`src/hwd_pkg.sv`:
```
// hwd_pkg: types, widths and constants shared by the heartbeat watchdog files.
// No dependencies.

package hwd_pkg;

   localparam int SLOT_COUNT = 8;
   localparam int SLOT_W     = (SLOT_COUNT > 1) ? $clog2(SLOT_COUNT) : 1;

   localparam int SLOTNUM_W  = 8;
   localparam int TICK_W     = 32;
   localparam int TIME_W     = 63;
   localparam int INTERVAL_W = 52;
   localparam int TP_W       = 10;
   localparam int MULT_W     = 4;
   localparam int MUL_B_W    = 10;
   localparam int PROD_W     = INTERVAL_W + MUL_B_W;
   localparam int LIMIT_W    = INTERVAL_W + MULT_W;
   localparam int CSR_IDX_W  = 1;
   localparam int CSR_DATA_W = TP_W;

   localparam logic [MUL_B_W-1:0]   US_PER_MS      = MUL_B_W'(1000);
   localparam logic [TP_W-1:0]      TP_RESET       = TP_W'(10);
   localparam logic [MULT_W-1:0]    MULT_RESET     = MULT_W'(3);
   localparam logic [SLOT_W-1:0]    LAST_IDX       = SLOT_W'(SLOT_COUNT - 1);
   localparam logic [SLOTNUM_W-1:0] SLOT_LIMIT     = SLOTNUM_W'(SLOT_COUNT);

   // register indexes
   localparam logic [CSR_IDX_W-1:0] CSR_TICK_PERIOD  = 1'b0;
   localparam logic [CSR_IDX_W-1:0] CSR_TIMEOUT_MULT = 1'b1;

   // action codes
   localparam logic ACT_PACKET = 1'b0;
   localparam logic ACT_CHECK  = 1'b1;

   typedef struct packed {
      logic [TIME_W-1:0]     seen_time;
      logic [TICK_W-1:0]     sender_tick;
      logic [INTERVAL_W-1:0] interval;
   } slot_row_type;

   typedef struct packed {
      logic         wr_en;
      logic [SLOT_W-1:0] wr_addr;
      slot_row_type wr_row;
      logic [SLOT_W-1:0] rd_addr;
   } mem_req_type;

   typedef struct packed {
      logic                  en;
      logic [INTERVAL_W-1:0] a;
      logic [MUL_B_W-1:0]    b;
   } mul_req_type;

endpackage

```
`src/hwd_req_if.sv`:
```
// hwd_req_if: request channel of the heartbeat watchdog, valid/ready with payload.
// Depends on hwd_pkg.

interface hwd_req_if;
   logic                           valid;
   logic                           ready;
   logic                           action;
   logic [hwd_pkg::SLOTNUM_W-1:0]  slot;
   logic [hwd_pkg::TICK_W-1:0]     sender_tick;
   logic [hwd_pkg::TIME_W-1:0]     now_us;

   modport source (output valid, action, slot, sender_tick, now_us, input ready);
   modport sink   (input valid, action, slot, sender_tick, now_us, output ready);
endinterface

```
`src/hwd_rsp_if.sv`:
```
// hwd_rsp_if: response channel of the heartbeat watchdog, valid/ready with payload.
// Depends on hwd_pkg.

interface hwd_rsp_if;
   logic                           valid;
   logic                           ready;
   logic [hwd_pkg::SLOTNUM_W-1:0]  slot_out;
   logic                           prev_offline;
   logic                           went_offline;
   logic                           slot_ignored;
   logic                           last;

   modport source (output valid, slot_out, prev_offline, went_offline, slot_ignored, last,
                   input ready);
   modport sink   (input valid, slot_out, prev_offline, went_offline, slot_ignored, last,
                   output ready);
endinterface

```
`src/hwd_mul_unit.sv`:
```
// hwd_mul_unit: shared 52x10 multiplier with a registered product.
// Depends on hwd_pkg.

module hwd_mul_unit (
   input  logic                        clock,
   input  hwd_pkg::mul_req_type        mul_req,
   output logic [hwd_pkg::PROD_W-1:0]  product
);

   logic [hwd_pkg::PROD_W-1:0] product_ff;
   logic [hwd_pkg::PROD_W-1:0] product_in;

   always_comb begin
      product_in = product_ff;
      if (mul_req.en) begin
         product_in = hwd_pkg::PROD_W'(mul_req.a) * hwd_pkg::PROD_W'(mul_req.b);
      end
   end

   always_ff @(posedge clock) begin
      product_ff <= product_in;
   end

   assign product = product_ff;

endmodule

```
`src/hwd_slot_mem.sv`:
```
// hwd_slot_mem: per-slot table of last time, last tick and learned interval.
// One write port, one registered read port. Depends on hwd_pkg.

module hwd_slot_mem (
   input  logic                  clock,
   input  hwd_pkg::mem_req_type  mem_req,
   output hwd_pkg::slot_row_type rd_row
);

   hwd_pkg::slot_row_type mem [hwd_pkg::SLOT_COUNT];
   hwd_pkg::slot_row_type rd_row_ff;

   always_ff @(posedge clock) begin
      if (mem_req.wr_en) begin
         mem[mem_req.wr_addr] <= mem_req.wr_row;
      end
      rd_row_ff <= mem[mem_req.rd_addr];
   end

   assign rd_row = rd_row_ff;

endmodule

```
`src/adaptive_heartbeat_watchdog_core.sv`:
```
// adaptive_heartbeat_watchdog_core: heartbeat watchdog over a table of sensor slots.
// Depends on hwd_pkg, hwd_req_if, hwd_rsp_if, hwd_mul_unit, hwd_slot_mem.
//
// Use: a beat on req_ch is either a packet (action 0) for one slot or a check
// (action 1) of all slots. A packet stores the time and sender tick, learns the
// interval from the tick difference, clears the offline mark and answers with
// one beat on rsp_ch. A check answers with one beat per slot, last on the final
// one, and marks offline every seen slot with a nonzero interval whose silence
// exceeds the multiplier times its interval. csr_we/csr_index/csr_wdata set the
// tick period and multiplier. Sequencing: req_ch.ready is high only between
// items. A packet makes two passes through the shared multiplier, then commits
// the table write and its result; an out-of-range slot goes straight to
// emitting its result; a check reads each slot, multiplies its interval by the
// multiplier, then emits its result, slot by slot. The single multiplier and
// the one table read port set this sequence. One result register sits on
// rsp_ch, so a new item is taken while the last result still waits.
// Reset: synchronous; clears seen and offline bits and loads tick period 10 and
// multiplier 3. No clearing pass is needed.
// Stall: a stalled rsp_ch holds the result and the sequencer waits on it.

module adaptive_heartbeat_watchdog_core (
   input  logic                          clock,
   input  logic                          reset,
   hwd_req_if.sink                       req_ch,
   hwd_rsp_if.source                     rsp_ch,
   input  logic                          csr_we,
   input  logic [hwd_pkg::CSR_IDX_W-1:0]  csr_index,
   input  logic [hwd_pkg::CSR_DATA_W-1:0] csr_wdata
);

   localparam logic [2:0] S_IDLE     = 3'd0;
   localparam logic [2:0] S_PKT_MUL1 = 3'd1;
   localparam logic [2:0] S_PKT_MUL2 = 3'd2;
   localparam logic [2:0] S_PKT_WRITE = 3'd3;
   localparam logic [2:0] S_CHK_MUL  = 3'd4;
   localparam logic [2:0] S_CHK_EMIT = 3'd5;
   localparam logic [2:0] S_IGN_EMIT = 3'd6;

   logic [2:0] state_ff, state_in;
   logic [hwd_pkg::SLOT_W-1:0]     idx_ff, idx_in;
   logic [hwd_pkg::SLOTNUM_W-1:0]  slot_ff, slot_in;
   logic [hwd_pkg::TICK_W-1:0]     tick_ff, tick_in;
   logic [hwd_pkg::TIME_W-1:0]     now_ff, now_in;
   logic [hwd_pkg::TIME_W-1:0]     diff_ff, diff_in;
   logic                           gt_ff, gt_in;
   logic [hwd_pkg::SLOT_COUNT-1:0] seen_ff, seen_in;
   logic [hwd_pkg::SLOT_COUNT-1:0] offline_ff, offline_in;
   logic [hwd_pkg::TP_W-1:0]       tp_ff, tp_in;
   logic [hwd_pkg::MULT_W-1:0]     mult_ff, mult_in;

   logic                           rsp_valid_ff, rsp_valid_in;
   logic [hwd_pkg::SLOTNUM_W-1:0]  out_slot_ff, out_slot_in;
   logic                           out_was_ff, out_was_in;
   logic                           out_went_ff, out_went_in;
   logic                           out_ign_ff, out_ign_in;
   logic                           out_last_ff, out_last_in;

   hwd_pkg::mem_req_type           mem_req;
   hwd_pkg::slot_row_type          rd_row;
   hwd_pkg::mul_req_type           mul_req;
   logic [hwd_pkg::PROD_W-1:0]     mul_prod;

   logic                           out_free;
   logic                           went;
   logic [hwd_pkg::TICK_W-1:0]     delta;
   logic [hwd_pkg::INTERVAL_W-1:0] new_interval;

   hwd_slot_mem u_slot_mem (
      .clock   (clock),
      .mem_req (mem_req),
      .rd_row  (rd_row)
   );

   hwd_mul_unit u_mul_unit (
      .clock   (clock),
      .mul_req (mul_req),
      .product (mul_prod)
   );

   assign out_free = !rsp_valid_ff || rsp_ch.ready;
   assign delta    = tick_ff - rd_row.sender_tick;
   // first packet of a slot leaves the interval at zero
   assign new_interval = seen_ff[idx_ff] ? mul_prod[hwd_pkg::INTERVAL_W-1:0] : '0;
   assign went = !offline_ff[idx_ff] && seen_ff[idx_ff] && (rd_row.interval != '0)
                 && gt_ff && (diff_ff > hwd_pkg::TIME_W'(mul_prod[hwd_pkg::LIMIT_W-1:0]));

   always_comb begin
      tp_in   = tp_ff;
      mult_in = mult_ff;
      if (csr_we) begin
         unique case (csr_index)
            hwd_pkg::CSR_TICK_PERIOD: tp_in = csr_wdata;
            hwd_pkg::CSR_TIMEOUT_MULT: mult_in = csr_wdata[hwd_pkg::MULT_W-1:0];
            default: ;
         endcase
      end
   end

   always_comb begin
      state_in     = state_ff;
      idx_in       = idx_ff;
      slot_in      = slot_ff;
      tick_in      = tick_ff;
      now_in       = now_ff;
      diff_in      = diff_ff;
      gt_in        = gt_ff;
      seen_in      = seen_ff;
      offline_in   = offline_ff;
      rsp_valid_in = rsp_valid_ff && !rsp_ch.ready;
      out_slot_in  = out_slot_ff;
      out_was_in   = out_was_ff;
      out_went_in  = out_went_ff;
      out_ign_in   = out_ign_ff;
      out_last_in  = out_last_ff;

      mem_req.wr_en             = 1'b0;
      mem_req.wr_addr           = idx_ff;
      mem_req.wr_row.seen_time  = now_ff;
      mem_req.wr_row.sender_tick = tick_ff;
      mem_req.wr_row.interval   = new_interval;
      mem_req.rd_addr           = idx_ff;

      mul_req.en = 1'b0;
      mul_req.a  = hwd_pkg::INTERVAL_W'(delta);
      mul_req.b  = tp_ff;

      unique case (state_ff)
         S_IDLE: begin
            if (req_ch.valid) begin
               slot_in = req_ch.slot;
               tick_in = req_ch.sender_tick;
               now_in  = req_ch.now_us;
               if (req_ch.action == hwd_pkg::ACT_CHECK) begin
                  idx_in          = '0;
                  mem_req.rd_addr = '0;
                  state_in        = S_CHK_MUL;
               end else if (req_ch.slot >= hwd_pkg::SLOT_LIMIT) begin
                  state_in = S_IGN_EMIT;
               end else begin
                  idx_in          = req_ch.slot[hwd_pkg::SLOT_W-1:0];
                  mem_req.rd_addr = req_ch.slot[hwd_pkg::SLOT_W-1:0];
                  state_in        = S_PKT_MUL1;
               end
            end
         end
         S_PKT_MUL1: begin
            // tick difference times period in ms
            mul_req.en = 1'b1;
            state_in   = S_PKT_MUL2;
         end
         S_PKT_MUL2: begin
            // then times 1000 for microseconds
            mul_req.en = 1'b1;
            mul_req.a  = mul_prod[hwd_pkg::INTERVAL_W-1:0];
            mul_req.b  = hwd_pkg::US_PER_MS;
            state_in   = S_PKT_WRITE;
         end
         S_PKT_WRITE: begin
            if (out_free) begin
               mem_req.wr_en       = 1'b1;
               seen_in[idx_ff]     = 1'b1;
               offline_in[idx_ff]  = 1'b0;
               rsp_valid_in        = 1'b1;
               out_slot_in         = slot_ff;
               out_was_in          = offline_ff[idx_ff];
               out_went_in         = 1'b0;
               out_ign_in          = 1'b0;
               out_last_in         = 1'b1;
               state_in            = S_IDLE;
            end
         end
         S_CHK_MUL: begin
            // limit = multiplier * interval, silence in parallel
            mul_req.en = 1'b1;
            mul_req.a  = rd_row.interval;
            mul_req.b  = hwd_pkg::MUL_B_W'(mult_ff);
            diff_in    = now_ff - rd_row.seen_time;
            gt_in      = now_ff > rd_row.seen_time;
            state_in   = S_CHK_EMIT;
         end
         S_CHK_EMIT: begin
            if (out_free) begin
               if (went) begin
                  offline_in[idx_ff] = 1'b1;
               end
               rsp_valid_in = 1'b1;
               out_slot_in  = hwd_pkg::SLOTNUM_W'(idx_ff);
               out_was_in   = 1'b0;
               out_went_in  = went;
               out_ign_in   = 1'b0;
               out_last_in  = (idx_ff == hwd_pkg::LAST_IDX);
               if (idx_ff == hwd_pkg::LAST_IDX) begin
                  state_in = S_IDLE;
               end else begin
                  idx_in          = idx_ff + 1'b1;
                  mem_req.rd_addr = idx_ff + 1'b1;
                  state_in        = S_CHK_MUL;
               end
            end
         end
         S_IGN_EMIT: begin
            if (out_free) begin
               rsp_valid_in = 1'b1;
               out_slot_in  = slot_ff;
               out_was_in   = 1'b0;
               out_went_in  = 1'b0;
               out_ign_in   = 1'b1;
               out_last_in  = 1'b1;
               state_in     = S_IDLE;
            end
         end
         default: begin
            state_in = S_IDLE;
         end
      endcase
   end

   always_ff @(posedge clock) begin
      if (reset) begin
         state_ff     <= S_IDLE;
         idx_ff       <= '0;
         seen_ff      <= '0;
         offline_ff   <= '0;
         tp_ff        <= hwd_pkg::TP_RESET;
         mult_ff      <= hwd_pkg::MULT_RESET;
         rsp_valid_ff <= 1'b0;
      end else begin
         state_ff     <= state_in;
         idx_ff       <= idx_in;
         seen_ff      <= seen_in;
         offline_ff   <= offline_in;
         tp_ff        <= tp_in;
         mult_ff      <= mult_in;
         rsp_valid_ff <= rsp_valid_in;
      end
   end

   always_ff @(posedge clock) begin
      slot_ff     <= slot_in;
      tick_ff     <= tick_in;
      now_ff      <= now_in;
      diff_ff     <= diff_in;
      gt_ff       <= gt_in;
      out_slot_ff <= out_slot_in;
      out_was_ff  <= out_was_in;
      out_went_ff <= out_went_in;
      out_ign_ff  <= out_ign_in;
      out_last_ff <= out_last_in;
   end

   assign req_ch.ready        = (state_ff == S_IDLE);
   assign rsp_ch.valid        = rsp_valid_ff;
   assign rsp_ch.slot_out     = out_slot_ff;
   assign rsp_ch.prev_offline = out_was_ff;
   assign rsp_ch.went_offline = out_went_ff;
   assign rsp_ch.slot_ignored = out_ign_ff;
   assign rsp_ch.last         = out_last_ff;

   // a committed packet leaves its slot seen and online
   a_pkt_commit: assert property (@(posedge clock) disable iff (reset)
      (state_ff == S_PKT_WRITE && out_free) |=>
         (seen_ff[$past(idx_ff)] && !offline_ff[$past(idx_ff)]))
      else $error("packet commit did not update slot flags");

   // a slot reported as going offline is marked offline afterwards
   a_went_marks: assert property (@(posedge clock) disable iff (reset)
      (state_ff == S_CHK_EMIT && out_free && went) |=> offline_ff[$past(idx_ff)])
      else $error("went offline without offline mark");

   // only a slot seen before can go offline
   a_went_seen: assert property (@(posedge clock) disable iff (reset)
      (state_ff == S_CHK_EMIT && went) |-> seen_ff[idx_ff])
      else $error("unseen slot went offline");

   // packet and check flags never appear in the same beat
   a_flags_excl: assert property (@(posedge clock) disable iff (reset)
      rsp_valid_ff |-> !(out_went_ff && (out_was_ff || out_ign_ff)))
      else $error("packet and check flags mixed in one beat");

   // an ignored beat carries a slot beyond the table
   a_ign_range: assert property (@(posedge clock) disable iff (reset)
      (rsp_valid_ff && out_ign_ff) |-> (out_slot_ff >= hwd_pkg::SLOT_LIMIT))
      else $error("in-range slot reported as ignored");

endmodule
```
`src/flat_wrapper.sv`:
```
// flat-port wrapper written by rule: the top's interface ports become plain ports
module adaptive_heartbeat_watchdog_core_flat 
  (clock, reset, csr_we, csr_index, csr_wdata, req_ch_valid, req_ch_action, req_ch_slot, req_ch_sender_tick, req_ch_now_us, req_ch_ready, rsp_ch_valid, rsp_ch_slot_out, rsp_ch_prev_offline, rsp_ch_went_offline, rsp_ch_slot_ignored, rsp_ch_last, rsp_ch_ready);
  hwd_req_if req_ch_i ();
  hwd_rsp_if rsp_ch_i ();
  input  logic clock;
  input  logic reset;
  input  logic csr_we;
  input  logic [hwd_pkg::CSR_IDX_W-1:0] csr_index;
  input  logic [hwd_pkg::CSR_DATA_W-1:0] csr_wdata;
  input wire logic [$bits(req_ch_i.valid)-1:0] req_ch_valid;
  input wire logic [$bits(req_ch_i.action)-1:0] req_ch_action;
  input wire logic [$bits(req_ch_i.slot)-1:0] req_ch_slot;
  input wire logic [$bits(req_ch_i.sender_tick)-1:0] req_ch_sender_tick;
  input wire logic [$bits(req_ch_i.now_us)-1:0] req_ch_now_us;
  output wire logic [$bits(req_ch_i.ready)-1:0] req_ch_ready;
  output wire logic [$bits(rsp_ch_i.valid)-1:0] rsp_ch_valid;
  output wire logic [$bits(rsp_ch_i.slot_out)-1:0] rsp_ch_slot_out;
  output wire logic [$bits(rsp_ch_i.prev_offline)-1:0] rsp_ch_prev_offline;
  output wire logic [$bits(rsp_ch_i.went_offline)-1:0] rsp_ch_went_offline;
  output wire logic [$bits(rsp_ch_i.slot_ignored)-1:0] rsp_ch_slot_ignored;
  output wire logic [$bits(rsp_ch_i.last)-1:0] rsp_ch_last;
  input wire logic [$bits(rsp_ch_i.ready)-1:0] rsp_ch_ready;
  assign req_ch_i.valid = req_ch_valid;
  assign req_ch_i.action = req_ch_action;
  assign req_ch_i.slot = req_ch_slot;
  assign req_ch_i.sender_tick = req_ch_sender_tick;
  assign req_ch_i.now_us = req_ch_now_us;
  assign req_ch_ready = req_ch_i.ready;
  assign rsp_ch_valid = rsp_ch_i.valid;
  assign rsp_ch_slot_out = rsp_ch_i.slot_out;
  assign rsp_ch_prev_offline = rsp_ch_i.prev_offline;
  assign rsp_ch_went_offline = rsp_ch_i.went_offline;
  assign rsp_ch_slot_ignored = rsp_ch_i.slot_ignored;
  assign rsp_ch_last = rsp_ch_i.last;
  assign rsp_ch_i.ready = rsp_ch_ready;
  adaptive_heartbeat_watchdog_core u_core (.clock(clock), .reset(reset), .req_ch(req_ch_i), .rsp_ch(rsp_ch_i), .csr_we(csr_we), .csr_index(csr_index), .csr_wdata(csr_wdata));
endmodule
```
`config.mk`:
```
export PLATFORM = sky130hd
export DESIGN_NAME = adaptive_heartbeat_watchdog_core_flat
export DESIGN_NICKNAME = d
export VERILOG_FILES = /design/src/hwd_pkg.sv /design/src/hwd_req_if.sv /design/src/hwd_rsp_if.sv /design/src/hwd_mul_unit.sv /design/src/hwd_slot_mem.sv /design/src/adaptive_heartbeat_watchdog_core.sv /design/src/flat_wrapper.sv
export SDC_FILE = /design/constraint.sdc
export NUM_CORES = 2
export LEC_CHECK = 0
export BUFFER_PORTS_ARGS = -buffer_cell sky130_fd_sc_hd__buf_2
export CAP_MARGIN = 30
export CORE_MARGIN = 2
export CORE_UTILIZATION = 68
export DETAILED_ROUTE_END_ITERATION = 12
export PLACE_DENSITY = 0.83
export SYNTH_ARGS = -nofsm -noshare
export SYNTH_HDL_FRONTEND = slang
export SYNTH_SLANG_ARGS = --single-unit
```
`constraint.sdc`:
```
create_clock -name clock -period 21.8 [get_ports clock]
set_input_delay 3.27 -clock clock [delete_from_list [all_inputs] [get_ports clock]]
set_output_delay 3.27 -clock clock [all_outputs]
set_load 0.03 [all_outputs]
```
After elaboration in Yosys (flattened, before gate mapping)
Memories as Yosys holds them, arrays and structs flattened. A register that Yosys moved wholly into a read port is not among the register bits.
Index checks and enable logic that the tools add are counted.

operators by class
  multipliers = 1
  bitwise logic cells = 5
  add/subtract/negate cells = 3
  equal/unequal tests = 15
  reduce and logical (&&, ||, !) cells = 30
  muxes and demuxes = 44
  $lt $le $gt $ge = 5

operators with widths
  kind                                                                                  number
  62-bit one-hot mux with 2 select lines                                                1
  63-bit by 56-bit > comparator with 1-bit output                                       1
  63-bit > comparator                                                                   1
  63-bit subtractor                                                                     1
  52-bit by 10-bit multiplier with 56-bit output                                        1
  52-bit 2-to-1 mux                                                                     1
  52-bit nonzero test                                                                   1
  8-bit 2-to-1 mux                                                                      5
  3-bit 2-to-1 mux                                                                      11
  8-bit one-hot mux with 2 select lines                                                 2
  32-bit subtractor                                                                     1
  3-bit one-hot mux with 6 select lines                                                 1
  8-bit OR                                                                              2
  1-bit 2-to-1 mux                                                                      15
  2-bit by 1-bit != test with 1-bit output (second input constant)                      7
  3-bit == test (second input constant)                                                 4
  3-bit AND reduction                                                                   4
  8-bit bitwise AND                                                                     1
  8-bit by 4-bit greater-or-equal comparator with 1-bit output (second input constant)  1
  8-bit NOT                                                                             1
  1-bit one-hot mux with 2 select lines                                                 4
  2-bit AND reduction                                                                   4
  2-bit nonzero test                                                                    4
  1-bit binary-select mux with 3-bit select                                             2
  16 further kinds                                                                      27

storage, ports and cells
  input bits = 120
  output and inout bits = 14
  logic and storage cells = 122
  memories = 1
  bits in registers = 272
  memory bits (writable) = 1176

memory list
  name                   depth  width  read ports  clocked after memory_dff  wr ports  line                RTL
  u_core.u_slot_mem.mem  8      147    1           1                         1         hwd_slot_mem.sv:10  hwd_pkg::slot_row_type mem [hwd_pkg::SLOT_COUNT];

Logic depth before layout (Yosys ltp)
  depth after elaboration = 10
  gate-level depth with buffers = 36
  gate-level depth less buffers = 35

Hierarchy
From an unflattened synthesis, not the netlist that was laid out.

second synthesis, totals
  cell total of the unflattened synthesis = 5470
  area total of the unflattened synthesis = 80973.9 um2

modules (own cells, without submodules)
  module                            cells each  area each (um2)  instances  seq. area each (um2)
  hwd_slot_mem                      1859        47644.4          1          38256.7
  hwd_mul_unit                      1945        17920.9          1          1861.8
  adaptive_heartbeat_watchdog_core  1666        15408.5          1          6115.9

Least setup slack after synthesis
No wires, ideal clock.

  path kind = input -> register
  from = input rsp_ch_ready
  to = memory u_core.u_slot_mem.mem[1][0] (netlist name), enable pin
  cell stages on the path = 4
  buffers on the path = 1
  data required time = 20963 ps
  setup slack = 7067 ps
  data arrival time = 13895 ps
  library setup time = 837 ps
  path through = nand2b_1 -> clkbuf_1 -> nand4_1 -> nor3_1

between the ends
  cells in the longest elaborated chain, start to end = 5

ends and longest elaborated chain
  item                                    line                                     RTL
  start: declaration                      flat_wrapper.sv:23                       input wire logic [$bits(rsp_ch_i.ready)-1:0] rsp_ch_ready;
  1-bit logical OR                        adaptive_heartbeat_watchdog_core.sv:80   assign out_free = !rsp_valid_ff || rsp_ch.ready;
  1-bit 2-to-1 mux                        adaptive_heartbeat_watchdog_core.sv:159  if (out_free) begin
  1-bit 2-to-1 mux                        adaptive_heartbeat_watchdog_core.sv:127  unique case (state_ff)
  1-bit 2-to-1 mux                        hwd_slot_mem.sv:14                       if (mem_req.wr_en) begin
  1-bit 2-to-1 mux (not written as such)  hwd_slot_mem.sv:15                       mem[mem_req.wr_addr] <= mem_req.wr_row;
  end: declaration                        hwd_slot_mem.sv:10

Every way passes these cells.

Worst setup path in the final report
  from = register u_core.state_ff[2]
  to = register u_core.u_mul_unit.product_ff, in the netlist u_core.u_mul_unit.product[52], data pin

between the ends
  cells in the longest elaborated chain, start to end = 3
  elaborated cells between the ends (all ways) = 4
  those cells by class = mul: 1; eq/ne: 2; mux: 1

ends and longest elaborated chain
  item                                                                       line                                     RTL
  start: declaration                                                         adaptive_heartbeat_watchdog_core.sv:39   logic [2:0] state_ff, state_in;
  start signal: assignment                                                   adaptive_heartbeat_watchdog_core.sv:228  state_ff <= state_in;
  3-bit == test or 3-bit by 2-bit == test with 1-bit output (tied branches)  adaptive_heartbeat_watchdog_core.sv:127
  62-bit one-hot mux with 2 select lines (*)                                 adaptive_heartbeat_watchdog_core.sv:127
  52-bit by 10-bit multiplier with 56-bit output (*)                         hwd_mul_unit.sv:16                       product_in = hwd_pkg::PROD_W'(mul_req.a) * hwd_pkg::PROD_W'(mul_req.b);
  end signal: assignment                                                     hwd_mul_unit.sv:21                       product_ff <= product_in;
  end: declaration                                                           hwd_mul_unit.sv:10                       logic [hwd_pkg::PROD_W-1:0] product_ff;

Mark *: on every way between the ends. The rest lies on a longest branch, timed or not.
A chain may end at the register's enable or synchronous reset.

==> out/metrics.yaml <==
status:
  status: "completed"
detailed_routing:
  ant_nets: 0
  wl_per_cell_um: 23.1
  drt_pass1_iterations: 8
  drc: 0
  viasPerCell: 6.30
  first_iter_violations: 7493
  wl_um: 207000
  vias: 56300
power_and_ir_drop:
  vdd_drop_max_v: 0.000339
  power_mw: 15.5
  p_leak_nw: 35.2
  power_density_nw_per_um2: 177
layout:
  nets: 7996
  drive_above_1_share_pct: 7.03
  stdcell_count: 8927
  fill_cells: 7213
  area_growth_pct: 9.18
global_route:
  first_global_vias: 55400
  grt-ovfl-total: 0
  grt_pass1_wl_um: 316000
  track_usage_pct: 34.3
  antenna_found_initial: 13
  grt_max_degree: 117
run:
  cap_violations: 0
timing:
  drv_slew: 0
  skew_ns: 0.0453
  finalCritPeriodShare_pct: 44.3
  max_slew_margin_pct: 16.2
  tightest_slew_ns: 1.26
  max_freq_mhz: 104
  finalHoldViolCount: 0
  fin_setup_tns_ns: 0
  setup-violations-final: 0
  rsz0062_at_grt: "no"
  min_period_ns: 9.65
worst_setup_path:
  crit_cells: 25
  start_kind: "register"
  end_kind: "register"
  slowest_delay_ns: 0.84
  crit_top_cell: "fa_1"
  cp.required_ns: 22.30
  arrival_ns: 10.15
  cp_top_family: "compound AO/OA/AOI/OAI gates"
  reg2regPathDepth: 25
  crit_slowest_cell: "a22oi_1"
  crit_buf_inv: 4
  critPathMaxFanout: 62
  path_class: "reg2reg"
yosys:
  synth_warnings: 0
  synth_area_per_cell_sq_um: 11.1
  synth_edf_count: 1411
  yosys.area.top_type_share_pct: 52.8
  ys.flop_type: "edfxtp_1"
  syn_area_sq_um: 80200
  ys_ff_latch: 1595
  postSynthCellCount: 7221
  ys_types: 81
  synth.most_common_cell: "nand2_1"
  synth_common_cells: "nand2_1 (1658), edfxtp_1 (1411), nand3_1 (778)"
  yosysTopAreaCell: "edfxtp_1"
  synthArstFlopShare_pct: 0
  synth_area_leaders: "edfxtp_1 (53%), fa_1 (9.7%), nand2_1 (7.8%)"
  ys_seq_area_share_pct: 57.4
floorplan:
  row_count: 125
  die-width_um: 347
  die_h_um: 347
  core_sq_um: 117000
  die-area_sq_um: 121000
  start_util_pct: 68.8
  pin_count: 134
placed_design:
  dp_cells: 8621
  gp_congestion: 0.988
  port_buffers: 133
  dp_hpwl_um: 129000
clock_network:
  ctsResizeCount: 0
  cts_tree: "done"
  ctsHoldBuffers: 0
  htree_levels: 4
  numCtsBuffers: 158
  cts_root_buf: "clkbuf_16"
  clockBufferDepth: 3
  cts_sinks: 1595
  clk_pin_slew_ns: 0.06
  clock_latency_ns: 0.79
  cts_setup_buffers: 0
min_path:
  hold_class: "reg2reg"
  hold_depth: 2
-- sequential cells by signal, indices dropped and copies added (netlist names), 3 cells and up, named ones only --
signal,flops
u_core.tick_ff,32
u_core.now_ff,63
u_core.idx_ff,3
u_core.mult_ff,4
u_core.seen_ff,8
u_core.slot_ff,8
u_core.u_slot_mem.mem,1176
u_core.tp_ff,10
u_core.state_ff,3
u_core.u_slot_mem.rd_row,147
u_core.diff_ff,63
u_core.rsp_ch.slot_out,8
u_core.u_mul_unit.product,56
-- kinds of logic (layout without fill, tap and decap cells) --
group | count (synthesis) | after routing | share of synthesized area (%)
flops | 1595 | 1595 | 57.4
buf+inv | 926 | 1086 | 4.37
mux | 8 | 8 | 0.106
compound gates | 793 | 793 | 6.29
other cells | 1 | 23 | 0.00468
simple gates | 3144 | 3144 | 17.1
fa+ha+maj | 612 | 612 | 13.2
xor+xnor | 142 | 142 | 1.55
-- report_power, final --
group / total [mW] / switching (mW) / internal (mW)
Clock: 2.68 / 1.17 / 1.51
Sequential: 4.21 / 0.301 / 3.91
Combinational: 8.60 / 5.39 / 3.22
-- worst register-to-register path, stage by stage (launching register included) --
cell and delay, ns:
dfxtp_1 0.65, nand2_1 0.52, inv_4 0.27, buf_4 0.66
nor2_2 0.07, buf_4 0.32, a22oi_1 0.86, or2_2 0.26
fa_1 0.44, fa_1 0.50, fa_1 0.51, fa_1 0.50
inv_1 0.05, fa_1 0.45, ha_1 0.38, nand2_1 0.09
o21ai_0 0.23, nand2_1 0.13, o21bai_1 0.54, a21oi_1 0.32
o31ai_2 0.59, a2111oi_0 0.22, nor3_1 0.43, a21o_1 0.18
a21oi_1 0.07, xnor2_1 0.13
-- path summary, 6_finish.rpt --
path,start,to,slack (ns)
setup / recovery,u_core.state_ff[2]$_SDFFE_PP0P_,u_core.u_mul_unit.product[52]$_DFFE_PP_,12.15
hold / removal,u_core.seen_ff[6]$_SDFFE_PP0P_,u_core.seen_ff[6]$_SDFFE_PP0P_,0.47
setup reg to reg,u_core.state_ff[2]$_SDFFE_PP0P_,u_core.u_mul_unit.product[52]$_DFFE_PP_,12.15
hold reg to reg,u_core.seen_ff[6]$_SDFFE_PP0P_,u_core.seen_ff[6]$_SDFFE_PP0P_,0.47
-- metrics by stage --
stage | cell area, sq um | setup WS [ns] | utilization [%] | hold WS (ns)
5_1_grt | 87600 | 11.56 | 75.1 | 0.482
2_1_floorplan | 80300 | 7.07 | - | 0.432
3_5_place_dp | 82300 | 12.32 | 70.6 | 0.460
4_1_cts | 87400 | 12.27 | 75.0 | 0.474
6_report | 87600 | 12.15 | 75.1 | 0.473
3_3_place_gp | 82200 | 12.41 | 70.6 | 0.445
-- final cells by class --
class | count | area, sq um | area share (%)
multi-input cells | 4718 | 30900 | 35.3
repair buffers | 214 | 1430 | 1.63
inverters | 577 | 2170 | 2.48
clock inverters | 72 | 777 | 0.887
clock buffers | 223 | 4340 | 4.95
diodes | 4 | 10.0 | 0.0114
flip-flops and latches | 1595 | 46100 | 52.6
well taps | 1524 | 1910 | 2.18
-- routing by layer --
layer / vias to the layer above / track usage, % / share of wire [%] / wire length [um]
met3: 511 / 7.30 / 12 / 24700
li1: 24800 / - / - / -
met1: 27500 / 48.1 / 38 / 78700
met4: 6 / 13.4 / 3.9 / 8120
met2: 3440 / 53.1 / 46 / 95100
met5: - / 0 / 0.023 / 47
-- cells in the final DEF (no fill, tap or decap), types with 24 or more instances in the layout --
master	Yosys	final
inv_1	577	575
a21oi_1	194	193
nor2_1	347	340
o21bai_1	24	24
nand2_1	1658	1656
xor2_1	49	49
nor2b_1	41	39
fa_1	387	387
nand3_1	778	777
nand2b_1	30	30
dfxtp_1	184	184
and2_1	109	108
o21a_1	26	26
xnor2_1	93	93
a21o_1	99	98
clkbuf_1	299	51
nor3_1	28	26
or2_2	28	28
clkbuf_16	0	158
buf_4	0	70
edfxtp_1	1411	1411
ha_1	225	225
and3_1	32	32
a221oi_1	26	26
nand4_1	36	36
o21ai_0	250	248
buf_2	24	134
Power figures use the tool's default switching activity.
